**src/hdl/hpf_pkg.sv**
```systemverilog
// Shared constants, pulse table and controller/datapath interface types.
`default_nettype none

package hpf_pkg;

   // Pulse table geometry: rows by inlet temperature, columns by flow count
   localparam int TEMP_POINTS = 14;
   localparam int FLOW_POINTS = 5;
   localparam int TEMP_BASE   = 16;
   localparam int TEMP_STEP   = 2;
   localparam int FLOW_BASE   = 23;
   localparam int FLOW_STEP   = 5;
   localparam int ROW_W       = $clog2(TEMP_POINTS);
   localparam int COL_W       = $clog2(FLOW_POINTS);
   localparam int TEMP_TOP    = TEMP_BASE + TEMP_STEP * (TEMP_POINTS - 1);

   localparam logic [8:0] PULSE_TABLE [TEMP_POINTS][FLOW_POINTS] = '{
      '{205, 270, 290, 330, 350},
      '{200, 246, 275, 325, 360},
      '{195, 236, 263, 315, 350},
      '{175, 230, 260, 290, 320},
      '{160, 210, 240, 270, 310},
      '{150, 190, 230, 270, 310},
      '{140, 175, 210, 240, 280},
      '{130, 160, 190, 210, 250},
      '{115, 145, 180, 205, 240},
      '{110, 135, 170, 190, 220},
      '{100, 120, 150, 170, 190},
      '{ 85, 110, 130, 150, 170},
      '{ 65,  95, 115, 125, 140},
      '{ 50,  75,  95, 115, 135}
   };

   // Configuration register indexes and reset values
   localparam int CSR_IDX_W = 2;
   localparam logic [CSR_IDX_W-1:0] CSR_REFERENCE_TEMP = 2'd0;
   localparam logic [CSR_IDX_W-1:0] CSR_PULSE_CAP      = 2'd1;
   localparam logic [CSR_IDX_W-1:0] CSR_BOOST_MARGIN   = 2'd2;
   localparam logic [7:0] REFERENCE_RESET = 8'd55;
   localparam logic [7:0] PULSE_CAP_RESET = 8'd200;
   localparam logic [7:0] MARGIN_RESET    = 8'd12;

   // Outlet trim factors, in tenths
   localparam logic [3:0] TRIM_CUT  = 4'd9;
   localparam logic [3:0] TRIM_NONE = 4'd10;
   localparam logic [3:0] TRIM_LOW  = 4'd11;
   localparam logic [3:0] TRIM_MID  = 4'd12;
   localparam logic [3:0] TRIM_HIGH = 4'd14;
   localparam logic [7:0] TRIM_MID_GAP  = 8'd1;
   localparam logic [7:0] TRIM_HIGH_GAP = 8'd6;

   // x/10 == (x * RECIP10) >> RECIP10_SHIFT, exact for x below 80000
   localparam logic [15:0] RECIP10       = 16'd52429;
   localparam int          RECIP10_SHIFT = 19;
   // t/10 == (t * SPLIT10) >> SPLIT10_SHIFT, exact for 8-bit t
   localparam logic [7:0]  SPLIT10       = 8'd205;
   localparam int          SPLIT10_SHIFT = 11;

   localparam int DIV_W     = 27;
   localparam int DIV_CNT_W = $clog2(DIV_W + 1);
   localparam int FRAC_W    = 14;  // scaled demand saturates at 2^14 - 1

   localparam logic [4:0] WHOLE_MAX = 5'd20;

   typedef struct packed {
      logic load;
      logic interp;
      logic f4;
      logic prod;
      logic div_start;
      logic round;
      logic trim;
      logic scale;
      logic out_load;
   } hpf_cmd_type;

   typedef struct packed {
      logic div_done;
   } hpf_status_type;

endpackage

`default_nettype wire

```
**src/hdl/hpf_div.sv**
```systemverilog
// Radix-2 restoring divider, one quotient bit per cycle.
`default_nettype none

module hpf_div import hpf_pkg::*; (
   input  logic             clock,
   input  logic             reset,
   input  logic             start,
   input  logic [DIV_W-1:0] dividend,
   input  logic [7:0]       divisor,
   output logic [DIV_W-1:0] quotient,
   output logic             done
);

   logic [DIV_W-1:0]     quo_ff, quo_in;
   logic [7:0]           rem_ff, rem_in;
   logic [DIV_CNT_W-1:0] cnt_ff, cnt_in;
   logic                 done_ff, done_in;
   logic [8:0]           trial;
   logic [8:0]           diff;
   logic                 fits;

   assign trial = {rem_ff, quo_ff[DIV_W-1]};
   assign diff  = trial - {1'b0, divisor};
   assign fits  = trial >= {1'b0, divisor};

   always_comb begin
      quo_in  = quo_ff;
      rem_in  = rem_ff;
      cnt_in  = cnt_ff;
      done_in = 1'b0;
      if (start) begin
         quo_in = dividend;
         rem_in = '0;
         cnt_in = DIV_CNT_W'(DIV_W);
      end else if (cnt_ff != '0) begin
         quo_in  = {quo_ff[DIV_W-2:0], fits};
         rem_in  = fits ? diff[7:0] : trial[7:0];
         cnt_in  = cnt_ff - 1'b1;
         done_in = (cnt_ff == DIV_CNT_W'(1));
      end
   end

   always_ff @(posedge clock) begin
      if (reset) begin
         cnt_ff  <= '0;
         done_ff <= 1'b0;
      end else begin
         cnt_ff  <= cnt_in;
         done_ff <= done_in;
      end
      quo_ff <= quo_in;
      rem_ff <= rem_in;
   end

   assign quotient = quo_ff;
   assign done     = done_ff;

endmodule

`default_nettype wire

```
**src/hdl/hpf_dp.sv**
```systemverilog
// Datapath: config registers, boost flag, table interpolation, scaling, trim, split.
`default_nettype none

module hpf_dp import hpf_pkg::*; (
   input  logic                 clock,
   input  logic                 reset,
   input  hpf_cmd_type          cmd,
   output hpf_status_type       status,
   input  logic [7:0]           req_flow_count,
   input  logic [7:0]           req_inlet_temp,
   input  logic [7:0]           req_outlet_temp,
   input  logic [7:0]           req_set_temp,
   input  logic                 csr_we,
   input  logic [CSR_IDX_W-1:0] csr_index,
   input  logic [7:0]           csr_wdata,
   output logic [7:0]           rsp_active_total,
   output logic [4:0]           rsp_whole_pulses,
   output logic [3:0]           rsp_extra_pulses,
   output logic                 rsp_boost_on
);

   // Config and boost state
   logic [7:0] reference_ff, cap_ff, margin_ff;
   logic       boost_ff, boost_in;

   // Item registers
   logic [7:0] flow_ff, tin_ff, tset_ff;
   logic [3:0] trim_ff, trim_in;

   // Pipeline of the work
   logic [9:0]       f1_ff, f2_ff, f1_in, f2_in;
   logic [7:0]       off_ff, off_in;
   logic [19:0]      f4t_ff, f4t_in;
   logic [DIV_W-1:0] dividend_ff, dividend_in;
   logic [7:0]       divisor_ff;
   logic             base_ok_ff, base_ok_in;
   logic [10:0]      total_ff, total_in;
   logic [14:0]      trimmed_ff;
   logic [7:0]       capped_ff, capped_in;

   logic [7:0] total_out_ff;
   logic [4:0] whole_out_ff, whole_in;
   logic [3:0] extra_out_ff, extra_in;
   logic       boost_out_ff;

   // ---------------- load: boost hysteresis and trim selection
   logic [8:0] out_x, set_x;
   logic       enter;

   assign out_x = {1'b0, req_outlet_temp};
   assign set_x = {1'b0, req_set_temp};
   assign enter = (out_x + {1'b0, margin_ff}) < set_x;

   always_comb begin
      boost_in = boost_ff | enter;
      trim_in  = TRIM_NONE;
      if (out_x > set_x) begin
         trim_in = TRIM_CUT;
      end else if (out_x < set_x) begin
         if ((out_x + {1'b0, TRIM_HIGH_GAP}) < set_x) begin
            trim_in = boost_in ? TRIM_HIGH : TRIM_NONE;
         end else if ((out_x + {1'b0, TRIM_MID_GAP}) < set_x) begin
            trim_in = boost_in ? TRIM_MID : TRIM_NONE;
         end else begin
            boost_in = 1'b0;
            trim_in  = TRIM_LOW;
         end
      end
   end

   // ---------------- interp: cell select and row interpolation
   logic [ROW_W-1:0] row, row_nx;
   logic             row_d;
   logic [7:0]       row_off;
   logic [COL_W-1:0] col_lo, col_hi;
   logic [7:0]       col_base;
   logic [8:0]       a_lo, b_lo, a_hi, b_hi;

   assign row_off = tin_ff - 8'(TEMP_BASE);

   always_comb begin
      if (tin_ff < 8'(TEMP_BASE)) begin
         row   = '0;
         row_d = 1'b0;
      end else if (tin_ff >= 8'(TEMP_TOP)) begin
         row   = ROW_W'(TEMP_POINTS - 1);
         row_d = 1'b0;
      end else begin
         row   = row_off[ROW_W:1];
         row_d = row_off[0];
      end
      row_nx = row_d ? row + 1'b1 : row;
   end

   always_comb begin
      col_lo   = '0;
      col_base = 8'(FLOW_BASE);
      for (int k = 1; k < FLOW_POINTS - 1; k++) begin
         if (flow_ff >= 8'(FLOW_BASE + FLOW_STEP * k)) begin
            col_lo   = COL_W'(k);
            col_base = 8'(FLOW_BASE + FLOW_STEP * k);
         end
      end
      if (flow_ff < 8'(FLOW_BASE)) begin
         col_hi = '0;
         off_in = '0;
      end else begin
         col_hi = col_lo + 1'b1;
         off_in = flow_ff - col_base;
      end
   end

   assign a_lo  = PULSE_TABLE[row][col_lo];
   assign b_lo  = PULSE_TABLE[row_nx][col_lo];
   assign a_hi  = PULSE_TABLE[row][col_hi];
   assign b_hi  = PULSE_TABLE[row_nx][col_hi];
   // 2a - d*(a-b) with d in {0,1}
   assign f1_in = {1'b0, a_lo} + {1'b0, row_d ? b_lo : a_lo};
   assign f2_in = {1'b0, a_hi} + {1'b0, row_d ? b_hi : a_hi};

   // ---------------- f4: flow interpolation, value in tenths
   logic signed [10:0] f_diff;
   logic signed [19:0] f_slope;
   logic        [12:0] five_f1;

   assign f_diff  = $signed({1'b0, f1_ff}) - $signed({1'b0, f2_ff});
   assign f_slope = 20'(f_diff * $signed({1'b0, off_ff}));
   assign five_f1 = 13'({f1_ff, 2'b00}) + 13'(f1_ff);
   assign f4t_in  = 20'($signed({7'b0, five_f1}) - f_slope);

   // ---------------- prod: numerator and denominator of the set-point scaling
   logic [7:0] rise;

   assign rise        = tset_ff - tin_ff;
   assign base_ok_in  = (tset_ff > tin_ff) && (tin_ff < reference_ff) &&
                        ($signed(f4t_ff) > 20'sd0);
   assign dividend_in = base_ok_in ? DIV_W'(rise * f4t_ff[18:0]) : '0;

   // ---------------- divider
   logic [DIV_W-1:0] quotient;
   logic             div_done;

   hpf_div u_div (
      .clock    (clock),
      .reset    (reset),
      .start    (cmd.div_start),
      .dividend (dividend_ff),
      .divisor  (divisor_ff),
      .quotient (quotient),
      .done     (div_done)
   );

   assign status.div_done = div_done;

   // ---------------- round: (f + 5) / 10
   logic [FRAC_W-1:0] f_sat;
   logic [14:0]       f_rnd;
   logic [30:0]       rnd_prod;

   always_comb begin
      if (!base_ok_ff) begin
         f_sat = '0;
      end else if (quotient[DIV_W-1:FRAC_W] != '0) begin
         f_sat = '1;
      end else begin
         f_sat = quotient[FRAC_W-1:0];
      end
   end

   assign f_rnd    = {1'b0, f_sat} + 15'd5;
   assign rnd_prod = f_rnd * RECIP10;
   assign total_in = rnd_prod[RECIP10_SHIFT+10:RECIP10_SHIFT];

   // ---------------- scale: trim / 10 and cap, zero when the set temperature is 0
   logic [30:0] sc_prod;
   logic [11:0] scaled;

   assign sc_prod = trimmed_ff * RECIP10;
   assign scaled  = sc_prod[RECIP10_SHIFT+11:RECIP10_SHIFT];

   always_comb begin
      if (tset_ff == '0) begin
         capped_in = '0;
      end else if (scaled > {4'b0, cap_ff}) begin
         capped_in = cap_ff;
      end else begin
         capped_in = scaled[7:0];
      end
   end

   // ---------------- split into whole pulses and remainder
   logic [15:0] sp_prod;
   logic [4:0]  whole_raw;
   logic [7:0]  whole_x10;
   logic [7:0]  rem;

   assign sp_prod   = capped_ff * SPLIT10;
   assign whole_raw = sp_prod[SPLIT10_SHIFT+4:SPLIT10_SHIFT];
   assign whole_x10 = {whole_raw, 3'b000} + {2'b00, whole_raw, 1'b0};
   assign rem       = capped_ff - whole_x10;

   always_comb begin
      if (whole_raw > WHOLE_MAX) begin
         whole_in = WHOLE_MAX;
         extra_in = '0;
      end else begin
         whole_in = whole_raw;
         extra_in = rem[3:0];
      end
   end

   // ---------------- registers
   always_ff @(posedge clock) begin
      if (reset) begin
         reference_ff <= REFERENCE_RESET;
         cap_ff       <= PULSE_CAP_RESET;
         margin_ff    <= MARGIN_RESET;
         boost_ff     <= 1'b0;
      end else begin
         if (csr_we) begin
            case (csr_index)
               CSR_REFERENCE_TEMP: reference_ff <= csr_wdata;
               CSR_PULSE_CAP:      cap_ff       <= csr_wdata;
               CSR_BOOST_MARGIN:   margin_ff    <= csr_wdata;
               default: ;
            endcase
         end
         if (cmd.load) begin
            boost_ff <= boost_in;
         end
      end
   end

   always_ff @(posedge clock) begin
      if (cmd.load) begin
         flow_ff <= req_flow_count;
         tin_ff  <= req_inlet_temp;
         tset_ff <= req_set_temp;
         trim_ff <= trim_in;
      end
      if (cmd.interp) begin
         f1_ff  <= f1_in;
         f2_ff  <= f2_in;
         off_ff <= off_in;
      end
      if (cmd.f4) begin
         f4t_ff <= f4t_in;
      end
      if (cmd.prod) begin
         dividend_ff <= dividend_in;
         divisor_ff  <= reference_ff - tin_ff;
         base_ok_ff  <= base_ok_in;
      end
      if (cmd.round) begin
         total_ff <= total_in;
      end
      if (cmd.trim) begin
         trimmed_ff <= 15'(total_ff * trim_ff);
      end
      if (cmd.scale) begin
         capped_ff <= capped_in;
      end
      if (cmd.out_load) begin
         total_out_ff <= capped_ff;
         whole_out_ff <= whole_in;
         extra_out_ff <= extra_in;
         boost_out_ff <= boost_ff;
      end
   end

   assign rsp_active_total = total_out_ff;
   assign rsp_whole_pulses = whole_out_ff;
   assign rsp_extra_pulses = extra_out_ff;
   assign rsp_boost_on     = boost_out_ff;

endmodule

`default_nettype wire

```
**src/hdl/hpf_ctrl.sv**
```systemverilog
// Controller: sequences one word through the datapath and owns both handshakes.
`default_nettype none

module hpf_ctrl import hpf_pkg::*; (
   input  logic           clock,
   input  logic           reset,
   input  logic           req_valid,
   output logic           req_stall,
   output logic           rsp_valid,
   input  logic           rsp_stall,
   output hpf_cmd_type    cmd,
   input  hpf_status_type status
);

   typedef enum logic [3:0] {
      S_IDLE,
      S_INTERP,
      S_F4,
      S_PROD,
      S_DIVGO,
      S_DIVWAIT,
      S_ROUND,
      S_TRIM,
      S_SCALE,
      S_SPLIT
   } state_type;

   state_type state_ff, state_in;
   logic      out_valid_ff, out_valid_in;
   logic      out_free;

   assign out_free = !out_valid_ff || !rsp_stall;

   always_comb begin
      cmd      = '0;
      state_in = state_ff;
      case (state_ff)
         S_IDLE: begin
            if (req_valid) begin
               cmd.load = 1'b1;
               state_in = S_INTERP;
            end
         end
         S_INTERP: begin
            cmd.interp = 1'b1;
            state_in   = S_F4;
         end
         S_F4: begin
            cmd.f4   = 1'b1;
            state_in = S_PROD;
         end
         S_PROD: begin
            cmd.prod = 1'b1;
            state_in = S_DIVGO;
         end
         S_DIVGO: begin
            cmd.div_start = 1'b1;
            state_in      = S_DIVWAIT;
         end
         S_DIVWAIT: begin
            if (status.div_done) begin
               state_in = S_ROUND;
            end
         end
         S_ROUND: begin
            cmd.round = 1'b1;
            state_in  = S_TRIM;
         end
         S_TRIM: begin
            cmd.trim = 1'b1;
            state_in = S_SCALE;
         end
         S_SCALE: begin
            cmd.scale = 1'b1;
            state_in  = S_SPLIT;
         end
         S_SPLIT: begin
            // wait until the previous result has left the output register
            if (out_free) begin
               cmd.out_load = 1'b1;
               state_in     = S_IDLE;
            end
         end
         default: state_in = S_IDLE;
      endcase
      out_valid_in = cmd.out_load | (out_valid_ff & rsp_stall);
   end

   always_ff @(posedge clock) begin
      if (reset) begin
         state_ff     <= S_IDLE;
         out_valid_ff <= 1'b0;
      end else begin
         state_ff     <= state_in;
         out_valid_ff <= out_valid_in;
      end
   end

   assign req_stall = (state_ff != S_IDLE);
   assign rsp_valid = out_valid_ff;

endmodule

`default_nettype wire

```
**src/hdl/heater_pulse_from_flow_temp_unit.sv**
```systemverilog
// Top level: heater pulse demand from flow and temperatures.
//
//   channel  direction  handshake            payload
//   req      in         req_valid/req_stall  flow_count, inlet/outlet/set temp
//   rsp      out        rsp_valid/rsp_stall  active_total, whole/extra pulses, boost_on
//   csr      in         csr_valid/csr_ready  csr_index, csr_wdata
//
// One word at a time: a new word is taken only after the last one has been loaded
// into the output register, which waits while an earlier result is still stalled.
// Most of the work on a word is the 27-step restoring divider for the set-point scaling.
// Reset (synchronous) loads the register defaults and clears the boost flag.
// A stalled result sits in the output register while the next word is worked on.
`default_nettype none

module heater_pulse_from_flow_temp_unit import hpf_pkg::*; (
   input  logic                 clock,
   input  logic                 reset,
   input  logic                 req_valid,
   output logic                 req_stall,
   input  logic [7:0]           req_flow_count,
   input  logic [7:0]           req_inlet_temp,
   input  logic [7:0]           req_outlet_temp,
   input  logic [7:0]           req_set_temp,
   output logic                 rsp_valid,
   input  logic                 rsp_stall,
   output logic [7:0]           rsp_active_total,
   output logic [4:0]           rsp_whole_pulses,
   output logic [3:0]           rsp_extra_pulses,
   output logic                 rsp_boost_on,
   input  logic                 csr_valid,
   output logic                 csr_ready,
   input  logic [CSR_IDX_W-1:0] csr_index,
   input  logic [7:0]           csr_wdata
);

   hpf_cmd_type    cmd;
   hpf_status_type status;

   assign csr_ready = 1'b1;

   hpf_ctrl u_ctrl (
      .clock     (clock),
      .reset     (reset),
      .req_valid (req_valid),
      .req_stall (req_stall),
      .rsp_valid (rsp_valid),
      .rsp_stall (rsp_stall),
      .cmd       (cmd),
      .status    (status)
   );

   hpf_dp u_dp (
      .clock            (clock),
      .reset            (reset),
      .cmd              (cmd),
      .status           (status),
      .req_flow_count   (req_flow_count),
      .req_inlet_temp   (req_inlet_temp),
      .req_outlet_temp  (req_outlet_temp),
      .req_set_temp     (req_set_temp),
      .csr_we           (csr_valid && csr_ready),
      .csr_index        (csr_index),
      .csr_wdata        (csr_wdata),
      .rsp_active_total (rsp_active_total),
      .rsp_whole_pulses (rsp_whole_pulses),
      .rsp_extra_pulses (rsp_extra_pulses),
      .rsp_boost_on     (rsp_boost_on)
   );

   a_one_word: assert property (@(posedge clock) disable iff (reset)
      req_valid && !req_stall |=> req_stall)
      else $error("second word taken while one is in flight");

   a_split_range: assert property (@(posedge clock) disable iff (reset)
      rsp_valid |-> (rsp_whole_pulses <= WHOLE_MAX) && (rsp_extra_pulses <= 4'd9))
      else $error("pulse split out of range");

   // below 210 the split is exact, 20 whole pulses included
   a_split_sum: assert property (@(posedge clock) disable iff (reset)
      rsp_valid && (rsp_active_total < 8'd210) |->
         rsp_active_total == (8'(rsp_whole_pulses) * 8'd10 + 8'(rsp_extra_pulses)))
      else $error("whole and extra pulses do not add up to the total");

   a_split_clamp: assert property (@(posedge clock) disable iff (reset)
      rsp_valid && (rsp_active_total >= 8'd210) |->
         (rsp_whole_pulses == WHOLE_MAX) && (rsp_extra_pulses == 4'd0))
      else $error("clamped split inconsistent with total");

endmodule

`default_nettype wire

```
**config.mk**
```make
export PLATFORM = sky130hd
export DESIGN_NAME = heater_pulse_from_flow_temp_unit
export DESIGN_NICKNAME = d
export VERILOG_FILES = /design/src/hdl/hpf_pkg.sv /design/src/hdl/hpf_div.sv /design/src/hdl/hpf_dp.sv /design/src/hdl/hpf_ctrl.sv /design/src/hdl/heater_pulse_from_flow_temp_unit.sv
export SDC_FILE = /design/constraint.sdc
export NUM_CORES = 2
export LEC_CHECK = 0
export BUFFER_PORTS_ARGS = -buffer_cell sky130_fd_sc_hd__buf_2
export CORE_MARGIN = 2
export CORE_UTILIZATION = 50
export CTS_BUF_LIST = sky130_fd_sc_hd__clkbuf_8
export DETAILED_ROUTE_END_ITERATION = 10
export PLACE_DENSITY = 0.65
export SYNTH_ARGS = -nofsm -noshare
export SYNTH_HDL_FRONTEND = slang
export SYNTH_SLANG_ARGS = --single-unit
```
**constraint.sdc**
```tcl
create_clock -name clock -period 14.4 [get_ports clock]
set_clock_uncertainty 0.05 [all_clocks]
set_input_delay 2.88 -clock clock [delete_from_list [all_inputs] [get_ports clock]]
set_output_delay 2.88 -clock clock [all_outputs]
set_load 0.02 [all_outputs]
```
==> flow_metrics.tcl <==
set metrics [dict create \
    run_status "finished, final reports clean" \
    yosys_top_cell_area_share_pct 20.6 \
    rr_worst_depth 28 \
    endpoint_class_of_the_critical_path "flip-flop" \
    timing.final.max_slew_violations 0 \
    postCtsHoldBufs 0 \
    synth.area.top_cells "fa_1 (21%), ha_1 (20%), edfxtp_1 (17%)" \
    hold_path_class "reg -> reg" \
    cts_tree "built" \
    start_util_pct 50.6 \
    die-width_um 262 \
    synth_async_sr_flop_share_pct 0 \
    synth_enable_flop_cells 190 \
    routedWlPerCell_um 16.6 \
    std_cell_rows 94 \
    layout-area-overhead-vs-synth_pct 6.28 \
    ios 68 \
    synth_sequential_area_ratio_pct 19.7 \
    critPathKind "reg -> reg" \
    drive_gt1_share_pct 5.78 \
    synthesis.yosys.warnings 0 \
    tightestPinTransition_ns 1.20 \
    yosysUniqueCellTypes 97 \
    ant_nets 0 \
    rsz0062_at_grt "false" \
    cts_root_buf "clkbuf_8" \
    post_cts_resize_count 0 \
    critical_path_maximum_fanout 6 \
    cpMostUsedCell "fa_1" \
    timing.critical_path.required_ns 14.71 \
    clock_latency_ns 0.63 \
    critical-path-max-stage-delay_ns 0.61 \
    yosysTopAreaCell "fa_1" \
    startpoint_type "flip-flop" \
    critPathSlowestCell "o21ai_0" \
    dominantRegCellSynth "edfxtp_1" \
    first_pass_drt_iterations 6 \
    syn_inst 3568 \
    min_path_cells 2 \
    syn_area_per_cell_um2 9.36 \
    maxClockFrequency_ghz 0.120 \
    cts.clk_slew.worst_paths_ns 0.06 \
    remaining_drc_errors 0 \
    setup_tns_ns 0 \
    setup_viol 0 \
    grt_pass1_wl_um 124000 \
    drt-total-wl_um 74500 \
    die_y_um 262 \
    cts_sinks 234 \
    slew_headroom_pct 20.0 \
    finalCriticalPeriod_ns 8.30 \
    synth.cells.most_frequent "inv_1 (551), ha_1 (539), fa_1 (344), nand2_1 (313), nor2_1 (222)" \
    global_route.overflow_total 0 \
    syn-cell-area_mm2 0.0334 \
    grt_pass1_vias 24424 \
    number_of_buffers_inserted_to_repair_setup_after_cts 0 \
    worstSetupPathDepth 28 \
    global_route.usage.total_pct 22.0 \
    grt_max_degree 43 \
    dr_total_vias 24339 \
    final_net_count 4533 \
    dp.final_hpwl_um 60900 \
    die_area_mm2 0.0689 \
    timing_hold_violations_final 0 \
    cap_viol_max_count 0 \
    first_iter_violations 1501 \
    core_area_mm2 0.0660 \
    antenna_found_initial 6 \
    final.period_utilization_pct 57.7 \
    numCtsBuffers 43 \
    critical_path.top_delay_family "adder cells" \
    layout.filler_cells 5989 \
    max-clock-path-buffers 3 \
    ys_seq_elements 234 \
    vias_per_cell 5.41 \
    syn_nets 4498 \
    number_of_buffer_and_inverter_instances_along_the_worst_setup_path 3 \
    place.port_buffers 66 \
    cp_data_arrival_time_ns 8.61 \
    yosys.cell_count.top_type "inv_1" \
    gp_routability_congestion 0.950 \
    clock_tree.htree_level_count 2 \
]
==> worst paths after layout <==
kind / slack [ns] / to / start
setup / recovery: 6.10 / u_dp.total_ff[10] / u_dp.u_div.quotient[24]
hold / removal: 0.40 / u_dp.u_div.rem_ff[7] / u_dp.u_div.rem_ff[7]
setup reg to reg: 6.10 / u_dp.total_ff[10] / u_dp.u_div.quotient[24]
hold reg to reg: 0.40 / u_dp.u_div.rem_ff[7] / u_dp.u_div.rem_ff[7]
==> metal layers <==
layer	global-route usage [%]	wire length, um	vias to the layer above
li1	-	-	12019
met1	29.7	34100	11676
met2	36.7	34700	507
met3	2.82	3580	129
met4	6.77	2080	8
met5	0.416	37	-
==> flip-flops by register name (all words and copies together), names as in the netlist, 3 cells and up <==
register               cells
u_ctrl.state_ff            4
u_dp.f2_ff                10
u_dp.off_ff                8
u_dp.u_div.cnt_ff          5
u_dp.trim_ff               3
u_dp.rsp_active_total      8
u_dp.u_div.quotient       27
u_dp.f1_ff                10
u_dp.f4t_ff               20
u_dp.capped_ff             8
u_dp.rsp_extra_pulses      4
u_dp.trimmed_ff           15
u_dp.divisor_ff            8
u_dp.u_div.rem_ff          8
u_dp.tin_ff                8
u_dp.margin_ff             8
u_dp.tset_ff               8
u_dp.cap_ff                8
u_dp.dividend_ff          27
u_dp.total_ff             11
u_dp.flow_ff               8
u_dp.rsp_whole_pulses      5
u_dp.reference_ff          8
==> cells by family after synthesis <==
group | after synthesis | share of synthesized area (%)
xor gates and xnor gates | 176 | 4.64
buffers and inverters | 659 | 7.63
AOI/OAI and AO/OA | 610 | 11.9
muxes | 35 | 1.06
and+or+nand+nor | 970 | 14.2
DFF | 234 | 19.7
other | 1 | 0.0112
adders and majority gates | 883 | 40.8
==> stage by stage <==
stage,setup slack [ns],util (%),hold WS [ns],std cells,instance area (um2)
after floorplan,7.01,-,0.381,3568,33400
after global placement,6.26,52.4,0.398,4422,34600
after detailed placement,6.08,52.4,0.400,4422,34600
after CTS,6.07,53.8,0.409,4500,35500
after global routing,5.50,53.8,0.433,4501,35500
final,6.10,53.8,0.405,4503,35500
==> worst reg2reg max path: cells and delay by family (launching register included) <==
family,cells,cell delay [ns]
AOI/OAI and AO/OA,10,2.62
and+or+nand+nor,6,1.22
xor gates and xnor gates,2,0.32
adders and majority gates,7,3.23
buffers and inverters,3,0.24
DFF,1,0.39
==> placed cells by master (no fill, tap or decap), types with 17 or more instances in the layout <==
cell type  netlist  layout
a211oi_1        20      20
a21o_1          58      58
a21oi_1        175     174
a31oi_1         18      18
and2_1         166     166
and3_1          18      18
buf_2            9      66
buf_4            4      24
clkbuf_8         0      43
dfxtp_1         44      44
edfxtp_1       190     190
fa_1           344     344
ha_1           539     539
inv_1          551     568
mux2i_1         33      33
nand2_1        313     313
nand2b_1        42      42
nand3_1         27      27
nand4_1         19      19
nor2_1         222     221
nor2b_1         34      34
nor3_1          52      49
o21a_1          29      29
o21ai_0        119     119
o21ai_1         18      17
o21bai_1        24      24
o22ai_1         22      22
xnor2_1        114     114
xor2_1          61      61
==> layout make-up <==
type	count	area, um2	share of cell area (%)
multi-input cells	2675	24300	68.5
clock buffers	43	592	1.67
flip-flops and latches	234	6590	18.6
diodes	3	7.51	0.0212
well taps	864	1080	3.05
clock inverters	35	294	0.829
inverters	559	2100	5.92
repair buffers	90	510	1.44
Power is not shown: default switching activity piles up to over one toggle a cycle in this logic, so the estimate is an artifact.
